File: config.mk
export PLATFORM = sky130hd
export DESIGN_NAME = gnf_ctrl
export DESIGN_NICKNAME = d
export VERILOG_FILES = /design/src/hw/rtl/gnf_pkg.sv /design/src/hw/rtl/gnf_ctrl.sv
export SDC_FILE = /design/constraint.sdc
export NUM_CORES = 1
export LEC_CHECK = 0
export ABC_AREA = 1
export BUFFER_PORTS_ARGS = -buffer_cell sky130_fd_sc_hd__clkbuf_2
export CAP_MARGIN = 25
export CORE_AREA = 4 4 41 43
export CTS_CLUSTER_DIAMETER = 40
export CTS_CLUSTER_SIZE = 30
export DETAILED_ROUTE_END_ITERATION = 8
export DIE_AREA = 0 0 45 47
export MAX_ROUTING_LAYER = met4
export SLEW_MARGIN = 20
export SYNTH_ARGS = -nofsm -noshare
export SYNTH_HDL_FRONTEND = slang
export SYNTH_SLANG_ARGS = --single-unit
File: constraint.sdc
create_clock -name clk_i -period 1.21 [get_ports clk_i]
set_input_delay 0.363 -clock clk_i [delete_from_list [all_inputs] [get_ports clk_i]]
set_output_delay 0.363 -clock clk_i [all_outputs]
set_load 0.01 [all_outputs]
File: src/hw/rtl/gnf_pkg.sv
// shared types and constants for the glyph to nibble framebuffer
`timescale 1ns / 1ps
`default_nettype none

package gnf_pkg;

  localparam int unsigned OP_W   = 2;
  localparam int unsigned GX_W   = 8;
  localparam int unsigned GY_W   = 6;
  localparam int unsigned BI_W   = 5;
  localparam int unsigned GB_W   = 8;
  localparam int unsigned FV_W   = 8;
  localparam int unsigned RA_W   = 13;
  localparam int unsigned LVL_W  = 4;
  localparam int unsigned DATA_W = 8;

  // pixel column of a glyph byte, its byte column, its row
  localparam int unsigned COL_W = 9;
  localparam int unsigned BC_W  = 8;
  localparam int unsigned ROW_W = 7;
  // wide enough to hold the largest row or byte count
  localparam int unsigned CNT_W = 11;

  typedef enum logic [OP_W-1:0] {
    OP_GLYPH = 2'd0,
    OP_FILL  = 2'd1,
    OP_READ  = 2'd2
  } op_e;

  localparam logic REG_FG = 1'b0;
  localparam logic REG_BG = 1'b1;

  typedef struct packed {
    logic latch;
    logic byte_rd;
    logic byte_wr;
    logic byte_next;
    logic fill_wr;
    logic fill_next;
    logic rd_issue;
  } gnf_cmd_t;

  typedef struct packed {
    logic glyph_ok;
    logic byte_last;
    logic fill_last;
  } gnf_stat_t;

endpackage

`default_nettype wire

File: src/hw/rtl/gnf_ctrl.sv
// controller state machine sequencing glyph, fill and read transactions
`timescale 1ns / 1ps
`default_nettype none

module gnf_ctrl import gnf_pkg::*; (
  input  logic            clk_i,
  input  logic            rst_ni,
  input  logic            start_i,
  input  logic [OP_W-1:0] op_i,
  input  gnf_stat_t       stat_i,
  output gnf_cmd_t        cmd_o,
  output logic            busy_o,
  output logic            read_valid_o
);

  localparam logic [2:0] S_IDLE = 3'd0;
  localparam logic [2:0] S_GRD  = 3'd1;
  localparam logic [2:0] S_GWR  = 3'd2;
  localparam logic [2:0] S_FILL = 3'd3;
  localparam logic [2:0] S_RRD  = 3'd4;
  localparam logic [2:0] S_ROUT = 3'd5;

  logic [2:0] state_q, state_d;
  op_e        op;

  assign op = op_e'(op_i);

  always_comb begin
    cmd_o   = '0;
    state_d = state_q;
    unique case (state_q)
      S_IDLE: begin
        if (start_i) begin
          cmd_o.latch = 1'b1;
          unique case (op)
            OP_GLYPH: state_d = S_GRD;
            OP_FILL:  state_d = S_FILL;
            OP_READ:  state_d = S_RRD;
            default:  state_d = S_IDLE;
          endcase
        end
      end
      S_GRD: begin
        if (stat_i.glyph_ok) begin
          cmd_o.byte_rd = 1'b1;
          state_d       = S_GWR;
        end else begin
          state_d = S_IDLE;
        end
      end
      S_GWR: begin
        cmd_o.byte_wr = 1'b1;
        if (stat_i.byte_last) begin
          state_d = S_IDLE;
        end else begin
          cmd_o.byte_next = 1'b1;
          state_d         = S_GRD;
        end
      end
      S_FILL: begin
        cmd_o.fill_wr = 1'b1;
        if (stat_i.fill_last) begin
          state_d = S_IDLE;
        end else begin
          cmd_o.fill_next = 1'b1;
        end
      end
      S_RRD: begin
        cmd_o.rd_issue = 1'b1;
        state_d        = S_ROUT;
      end
      S_ROUT: begin
        state_d = S_IDLE;
      end
      default: state_d = S_IDLE;
    endcase
  end

  always_ff @(posedge clk_i or negedge rst_ni) begin
    if (!rst_ni) begin
      state_q <= S_IDLE;
    end else begin
      state_q <= state_d;
    end
  end

  assign busy_o       = (state_q != S_IDLE);
  assign read_valid_o = (state_q == S_ROUT);

  a_strobe_after_issue: assert property (@(posedge clk_i) disable iff (!rst_ni)
    read_valid_o |-> $past(cmd_o.rd_issue))
    else $error("read strobe without a preceding read issue");

  a_write_after_read: assert property (@(posedge clk_i) disable iff (!rst_ni)
    cmd_o.byte_wr |-> $past(cmd_o.byte_rd))
    else $error("byte write without its read");

  a_read_starts: assert property (@(posedge clk_i) disable iff (!rst_ni)
    (start_i && !busy_o && op_i == OP_READ) |=> cmd_o.rd_issue)
    else $error("accepted read did not issue");

  a_fill_ends: assert property (@(posedge clk_i) disable iff (!rst_ni)
    (cmd_o.fill_wr && stat_i.fill_last) |=> !busy_o)
    else $error("fill did not finish after last byte");

endmodule

`default_nettype wire

==> run summary, run 1 <==
Status: complete, but fails checks
Failing checks: setup timing
DRT Wirelength: 769 um
Tcrit/Tclk final: 121%
Non-Filler Instances: 83
Clk_lat worst skew: 240 ps
Clock Path Buffers: 2
# diodes: 0
Netlist cell types: 14
Vias per inst: 4.11
Worst setup margin: -250 ps
Largest net degree at the start of global routing: 7
Fmax: 685 MHz
Final core occ: 35.3%
Initial DRC Count: 2
Final ANT Viol Nets: 0
Layout cell share with drive strength beyond 1: 63.2%
Synth Warn #: 0
DRC Markers: 0
Fin nets: 77
First-pass GRT wire length: 1.32 mm
DR vias: 341
Vias in the first global route: 353
I/O pin cnt: 17
Die height: 47 um
Pre-CTS setup slack: -59.2 ps
Setup Skew: 3.94 ps
Setup tns final: -1920 ps
DP HPWL: 582 um
Unrepaired setup endpoints after global routing: true
Relative slew slack: 88.9%
Sink Count: 3
Mapped Area: 250 um^2
Die X: 45 um
Sequential-to-total area share from yosys stat: 30.0%
Max H-tree Level: 1
WP data arrival: 1100 ps
Initial Util: 19.2%
Worst Setup Path Type: reg -> out
Leak Pwr: 0.000291 uW
Max-cap violation count: 0
Area Growth Syn to Fin: 83.5%
Total GRT Usage: 9.65%
Power density over the cells: 2410 nW/um^2
Final-report setup violation count: 10
VDD IR-drop max: 0.817 mV
Top cells by area, synth: dfrtp_1 (30%), inv_1 (14%), nand2_1 (12%)
Crit. End Element: output port
Syn Area/Cell: 6.26 um^2
Die ar.: 2120 um^2
Port Buffer Count: 16
Yosys top cell by area: dfrtp_1
Worst slew pin tran: 166 ps
Root Buffer: clkbuf_4
CTS tree: built
Row count: 13
Startpoint types: register
Syn Nets: 48
Period minus WS final: 1460 ps
CP max FO: 6
Routability cong.: 0.719
CORE AREA: 1300 um^2
Clock slew at reported path FFs: 40 ps
Number of buffers created by CTS: 3
DR WL/cell: 9.27 um
Inst Count DP: 76
First-pass detailed-route iteration total: 3
Largest registers: state_q x3
Post-synth top area share: 30.0%
Initial antenna violation count: 0
Max reg flops: 3
Reg with most FFs: state_q
HP Class: in -> async
Grt ovf: 0
Post-synthesis cell count: 40
Required time of the critical path: 850 ps
Final hold violations: 0
#FFs+latches synth: 3
Slew Viols, Final: 0
==> path summary, 6_finish.rpt <==
check	startpoint	end	slack [ps]	depth (start not counted)
setup reg to reg	state_q[0]	state_q[0]	-30	8
max in group asynchronous	rst_ni	state_q[0]	640	2
hold / removal	rst_ni	state_q[1]	450	2
min in group clk_i	op_i[0]	state_q[2]	480	4
hold reg to reg	state_q[2]	state_q[0]	740	4
setup / recovery	state_q[1]	cmd_o[1]	-250	5
==> layout by cell type, fill, tap and decap left out, drive strengths merged <==
master / netlist / final
clkbuf: 0 / 14
buf: 0 / 13
nand2: 11 / 11
inv: 10 / 10
nor2: 8 / 8
nand3: 4 / 4
dfrtp: 3 / 3
nand3b: 1 / 1
nor3: 1 / 1
o21ai: 1 / 1
nand4: 1 / 1
dlygate4sd3: 0 / 1
==> cell type report <==
| class | count | area (um^2) |
|---|---|---|
| tap | 15 | 18.8 |
| timing repair buffer | 24 | 143 |
| fill | 157 | 842 |
| multi-input combinational | 27 | 155 |
| inverter | 10 | 37.5 |
| sequential | 3 | 78.8 |
| clock buffer | 4 | 26.3 |
==> what timing repair did <==
item / in CTS / in global routing
buffers inserted: 1 / 1
endpoints found under the setup margin: 9 / 11
hold buffers: 1 / 0
endpoints found under the hold margin: 3 / 0
cloned: 0 / 0
pin swaps: 4 / 2
resized for setup: 8 / 7
==> synth_stat cells (all sizes together) <==
| cell type | instances |
|---|---|
| inv | 10 |
| nand4 | 1 |
| nand3b | 1 |
| nand3 | 4 |
| nor2 | 8 |
| o21ai | 1 |
| dfrtp | 3 |
| nand2 | 11 |
| nor3 | 1 |
==> power breakdown <==
| group | leakage [uW] | internal, uW | switching, uW |
|---|---|---|---|
| registers | 0.0000351 | 157 | 96.6 |
| logic | 0.000241 | 310 | 360 |
| clock network | 0.0000150 | 124 | 58.2 |
| total | 0.000291 | 591 | 515 |
==> worst max-delay path, cell delays in order (launching register included) <==
cell,delay (ps)
dfrtp_2,440
nand2_2,90
nor2_4,90
nand2_2,70
inv_2,50
clkbuf_2,120
==> per-stage QoR <==
stage	hold slack [ps]	instance area (um^2)	power, uW
3_3_place_gp	162	394	847
3_5_place_dp	162	394	853
2_1_floorplan	67.4	258	587
6_report	446	459	1110
4_1_cts	453	449	1100
5_1_grt	453	459	1230
==> cells by family (layout without fill, tap and decap cells) <==
kind of cell	after synthesis	count (layout)	synth area share (%)
buffers and inverters	10	38	15.0
flip-flops	3	3	30.0
AO/OA/AOI/OAI	1	1	2.00
AND/OR/NAND/NOR	26	26	53.0
==> metal layers <==
metal | track usage, % | up-vias | part of all wire [%]
met5 | - | - | 0
met1 | 8.70 | 152 | 39
met3 | 6.90 | 2 | 9.8
met4 | 3.51 | 0 | 0.65
met2 | 15.8 | 10 | 51
li1 | - | 177 | -
No activity file was read; power rests on OpenSTA's default activity.
==> run 2, diff against run 1 <==
SKIP_CTS_REPAIR_TIMING = 1   (was default)
==> run summary, run 2 (synthesized netlist as in run 1, its figures left out) <==
Status: complete, but fails checks
Failing checks: setup timing
Worst Path Buf+Inv: 2 (unchanged)
Largest registers: state_q x3
Fmax: 675 MHz (-1.5%)
Reg with most FFs: state_q
Setup Skew: 4.72 ps (+0.775 ps)
Pre-CTS setup slack: -59.2 ps (unchanged)
Final-report setup violation count: 9 (-1)
Most frequent cells in the layout: clkbuf_2 (11), buf_4 (8), nand2_1 (7)
Top cell by count, worst path: nand2_2
Slew Viols, Final: 0 (unchanged)
Initial Util: 19.2% (unchanged)
DRC Markers: 0 (unchanged)
Largest net degree at the start of global routing: 7 (unchanged)
Period minus WS final: 1480 ps (+22.3 ps)
Die X: 45 um (unchanged)
Worst setup margin: -272 ps (-22.3 ps)
Pwr Total: 1150 uW (+3.7%)
Crit path cell chain: nand2_2 > nor2_4 > nand2_2 > inv_2 > buf_6
Fin nets: 78 (+1.3%)
Max H-tree Level: 1 (unchanged)
DR vias: 330 (-3.2%)
Most common library cell in the layout ignoring fill and taps: clkbuf_2
Sequential power share: 22.0% (-1.0 points)
Switching power: 520 uW (+0.98%)
Final ANT Viol Nets: 0 (unchanged)
Leak Pwr: 0.000296 uW (+1.8%)
CP max FO: 6 (unchanged)
Max stage delay on crit path: 440 ps (about the same)
DP HPWL: 582 um (unchanged)
I/O pin cnt: 17 (unchanged)
Comb power frac: 61.8% (+1.2 points)
Initial DRC Count: 2 (unchanged)
Worst Setup Path Type: reg -> out
CORE AREA: 1300 um^2 (unchanged)
VDD IR-drop max: 0.827 mV (+1.2%)
Cell Int Power: 627 uW (+6.1%)
Startpoint types: register
HP Class: in -> async
Routability cong.: 0.719 (unchanged)
Root Buffer: clkbuf_4
Initial antenna violation count: 0 (unchanged)
DRT Wirelength: 785 um (+2.1%)
WP data arrival: 1120 ps (+20 ps)
Vias in the first global route: 335 (-5.1%)
Worst-case register-to-register setup slack: 30 ps (+60 ps)
Relative slew slack: 89.4% (+0.48 points)
Final hold violations: 0 (unchanged)
Clock power share: 16.2% (-0.3 points)
Sink Count: 3 (unchanged)
Worst slew pin tran: 159 ps (-7.16 ps)
First-pass GRT wire length: 1.19 mm (-9.4%)
Port Buffer Count: 16 (unchanged)
Clock Path Buffers: 2 (unchanged)
Slowest CP cell: dfrtp_2
Required time of the critical path: 850 ps (about the same)
Number of buffers created by CTS: 3 (unchanged)
Clk_lat worst skew: 240 ps (about the same)
Vias per inst: 3.93 (-4.4%)
Net Sw Frac: 45.3% (-1.2 points)
Crit. End Element: output port
Unrepaired setup endpoints after global routing: true
Top Family by Delay on Critical Path: flip-flops
Max-cap violation count: 0 (unchanged)
Die height: 47 um (unchanged)
Max reg flops: 3 (unchanged)
Die ar.: 2120 um^2 (unchanged)
Clock slew at reported path FFs: 40 ps (about the same)
DR WL/cell: 9.35 um (+0.87%)
Layout cell share with drive strength beyond 1: 62.3% (-0.92 points)
CTS tree: built
# diodes: 0 (unchanged)
Tcrit/Tclk final: 123% (+1.8 points)
Grt ovf: 0 (unchanged)
FILL cells: 155 (-1.3%)
Total GRT Usage: 8.75% (-0.90 points)
Power density over the cells: 2410 nW/um^2 (-0.10%)
Area Growth Syn to Fin: 90.5%
Row count: 13 (unchanged)
First-pass detailed-route iteration total: 3 (unchanged)
[run 2: changes by cell type in the layout (fill, tap and decap cells not counted)]
cell,before,now
buf_2,6,3
buf_4,7,8
nand2_2,5,4
clkbuf_2,10,11
nand2_1,6,7
buf_6,0,2
[run 2: worst paths after layout]
kind,startpoint,depth (start not counted),endpoint
worst max-delay path,state_q[1],5,cmd_o[1]
worst min-delay path,rst_ni,2,state_q[1]
worst max register to register,state_q[1],8,state_q[0]
worst min register to register,state_q[2],4,state_q[0]
max in group asynchronous,rst_ni,2,state_q[0]
min in group clk_i,op_i[0],4,state_q[2]
[run 2: cell type report]
cell class	count	area [um^2]	share of cell area, %
Tap cell	15	18.8	3.94
Sequential cell	3	78.8	16.5
Multi-Input combinational cell	27	153	32.0
Inverter	10	37.5	7.87
Clock buffer	4	26.3	5.51
Timing Repair Buffer	25	163	34.1
[run 2: power groups by stage]
| stage | clock network (uW) | logic, uW | registers, uW |
|---|---|---|---|
| finish | 186 | 709 | 252 |
| global route | 205 | 799 | 264 |
| CTS | 190 | 621 | 234 |
| detailed placement | 0 | 618 | 235 |
| global placement | 0 | 616 | 231 |
| floorplan | 0 | 362 | 224 |
[run 2: metal layers]
metal / vias up / GRT usage (%) / wire length (um)
met1: 140 / 8.01 / 311
li1: 177 / - / -
met4: 0 / 3.51 / 7
met2: 10 / 13.6 / 388
met5: - / - / 0
met3: 3 / 6.90 / 77
[run 2: stage by stage]
step,util [%],hold slack [ps],cell area (um^2),cells,TNS (ps)
floorplan,-,67.4,258,40,-28.2
global placement,30.3,162,394,76,-124
detailed placement,30.3,162,394,76,-179
CTS,32.3,-92.9,420,80,-2390
global route,36.6,470,477,84,-2820
finish,36.6,449,477,84,-2070
==> run 3, diff against run 2 <==
CELL_PAD_IN_SITES_DETAIL_PLACEMENT = 1   (was default)
CELL_PAD_IN_SITES_GLOBAL_PLACEMENT = 1   (was default)
PLACE_DENSITY_LB_ADDON = 0.1   (was default)
==> run summary, run 3 (synthesized netlist as in run 1, its figures left out) <==
Status: complete, but fails checks
Failing checks: setup timing
Clock slew at reported path FFs: 40 ps (about the same)
Worst slew pin tran: 146 ps (-12.9 ps)
Initial antenna violation count: 0 (unchanged)
Period minus WS final: 1450 ps (-27.4 ps)
Final-report setup violation count: 9 (unchanged)
Die ar.: 2120 um^2 (unchanged)
First-pass detailed-route iteration total: 2 (-1)
Largest registers: state_q x3
Crit. End Element: output port
HP Class: in -> async
Worst setup margin: -245 ps (+27.4 ps)
Unrepaired setup endpoints after global routing: true
Fin nets: 78 (unchanged)
WP data arrival: 1090 ps (-30 ps)
Most common library cell in the layout ignoring fill and taps: clkbuf_2
Startpoint types: register
Required time of the critical path: 850 ps (about the same)
Vias in the first global route: 324 (-3.3%)
DP HPWL: 656 um (+13%)
Routability cong.: 0.669 (-6.9%)
Die X: 45 um (unchanged)
Sink Count: 3 (unchanged)
Power density over the cells: 2380 nW/um^2 (-0.97%)
Largest net degree at the start of global routing: 7 (unchanged)
DR vias: 336 (+1.8%)
Initial DRC Count: 2 (unchanged)
Tcrit/Tclk final: 120% (-2.3 points)
VDD IR-drop max: 0.770 mV (-6.8%)
Initial Util: 19.2% (unchanged)
# diodes: 0 (unchanged)
Final hold violations: 0 (unchanged)
Total GRT Usage: 7.76% (-0.99 points)
CTS tree: built
Port Buffer Count: 16 (unchanged)
FILL cells: 182 (+17%)
Leak Pwr: 0.000305 uW (+2.7%)
CP max FO: 6 (unchanged)
Reg with most FFs: state_q
I/O pin cnt: 17 (unchanged)
Grt ovf: 0 (unchanged)
Layout cell share with drive strength beyond 1: 62.3% (unchanged)
Setup Skew: 2.97 ps (-1.74 ps)
DR WL/cell: 9.46 um (+1.3%)
CORE AREA: 1300 um^2 (unchanged)
Die height: 47 um (unchanged)
Max-cap violation count: 0 (unchanged)
DRT Wirelength: 795 um (+1.3%)
Most frequent cells in the layout: clkbuf_2 (11), nand2_1 (7), inv_1 (7), buf_4 (7)
Clk_lat worst skew: 230 ps (about the same)
Slew Viols, Final: 0 (unchanged)
DRC Markers: 0 (unchanged)
First-pass GRT wire length: 1.19 mm (unchanged)
Row count: 13 (unchanged)
Final core occ: 37.0% (+0.38 points)
Number of buffers created by CTS: 3 (unchanged)
Fmax: 687 MHz (+1.9%)
Worst Setup Path Type: reg -> out
Vias per inst: 4.00 (+1.8%)
Area Growth Syn to Fin: 92.5%
Max H-tree Level: 1 (unchanged)
Final ANT Viol Nets: 0 (unchanged)
Clock Path Buffers: 2 (unchanged)
Relative slew slack: 90.2% (+0.78 points)
Root Buffer: clkbuf_4
Setup tns final: -1810 ps (+254 ps)
Max reg flops: 3 (unchanged)
==> run 3: cell counts in the layout (fill, tap and decap cells not counted) <==
No cell type changed its count.
==> run 3: metal layers <==
layer | up-vias | GRT usage, % | part of all wire (%)
li1 | 180 | - | -
met5 | - | - | 0
met4 | 0 | 1.75 | 0
met3 | 0 | 2.68 | 6.4
met2 | 12 | 11.3 | 47
met1 | 144 | 10.3 | 46
==> run 3: path summary, 6_finish.rpt <==
check	start	depth (start not counted)	slack [ps]	end
worst min-delay path	rst_ni	2	470	state_q[0]
worst max-delay path	state_q[1]	4	-240	cmd_o[6]
max in group asynchronous	rst_ni	2	610	state_q[1]
min in group clk_i	op_i[0]	4	490	state_q[2]
worst min register to register	state_q[2]	4	740	state_q[0]
worst max register to register	state_q[0]	7	80	state_q[0]
==> run 3: area by class of cell <==
| class | instances | area, um^2 | share of cell area (%) |
|---|---|---|---|
| Timing Repair Buffer | 25 | 160 | 33.2 |
| Tap cell | 15 | 18.8 | 3.90 |
| Inverter | 10 | 37.5 | 7.79 |
| Multi-Input combinational cell | 27 | 160 | 33.2 |
| Clock buffer | 4 | 26.3 | 5.45 |
| Sequential cell | 3 | 78.8 | 16.4 |
==> run 3: power breakdown <==
group          internal (uW)  switching [uW]
registers                158             101
clock network            123            47.3
logic                    351             368
==> run 3: through the flow <==
stage / instances / worst slack (ps) / hold slack, ps / instance area (um^2) / power [uW]
finish: 84 / -245 / 473 / 482 / 1150
global route: 84 / -318 / 496 / 482 / 1260
CTS: 82 / -327 / -82.3 / 435 / 1080
detailed placement: 78 / -73.7 / 161 / 409 / 902
global placement: 78 / -102 / 162 / 409 / 905
floorplan: 40 / -17.9 / 67.4 / 258 / 587
==> run 3: critical path, cell delays in order (launching register included) <==
cell	delay [ps]
dfrtp_2	450
nor2_4	150
nand2_2	70
nor2_2	70
clkbuf_2	130
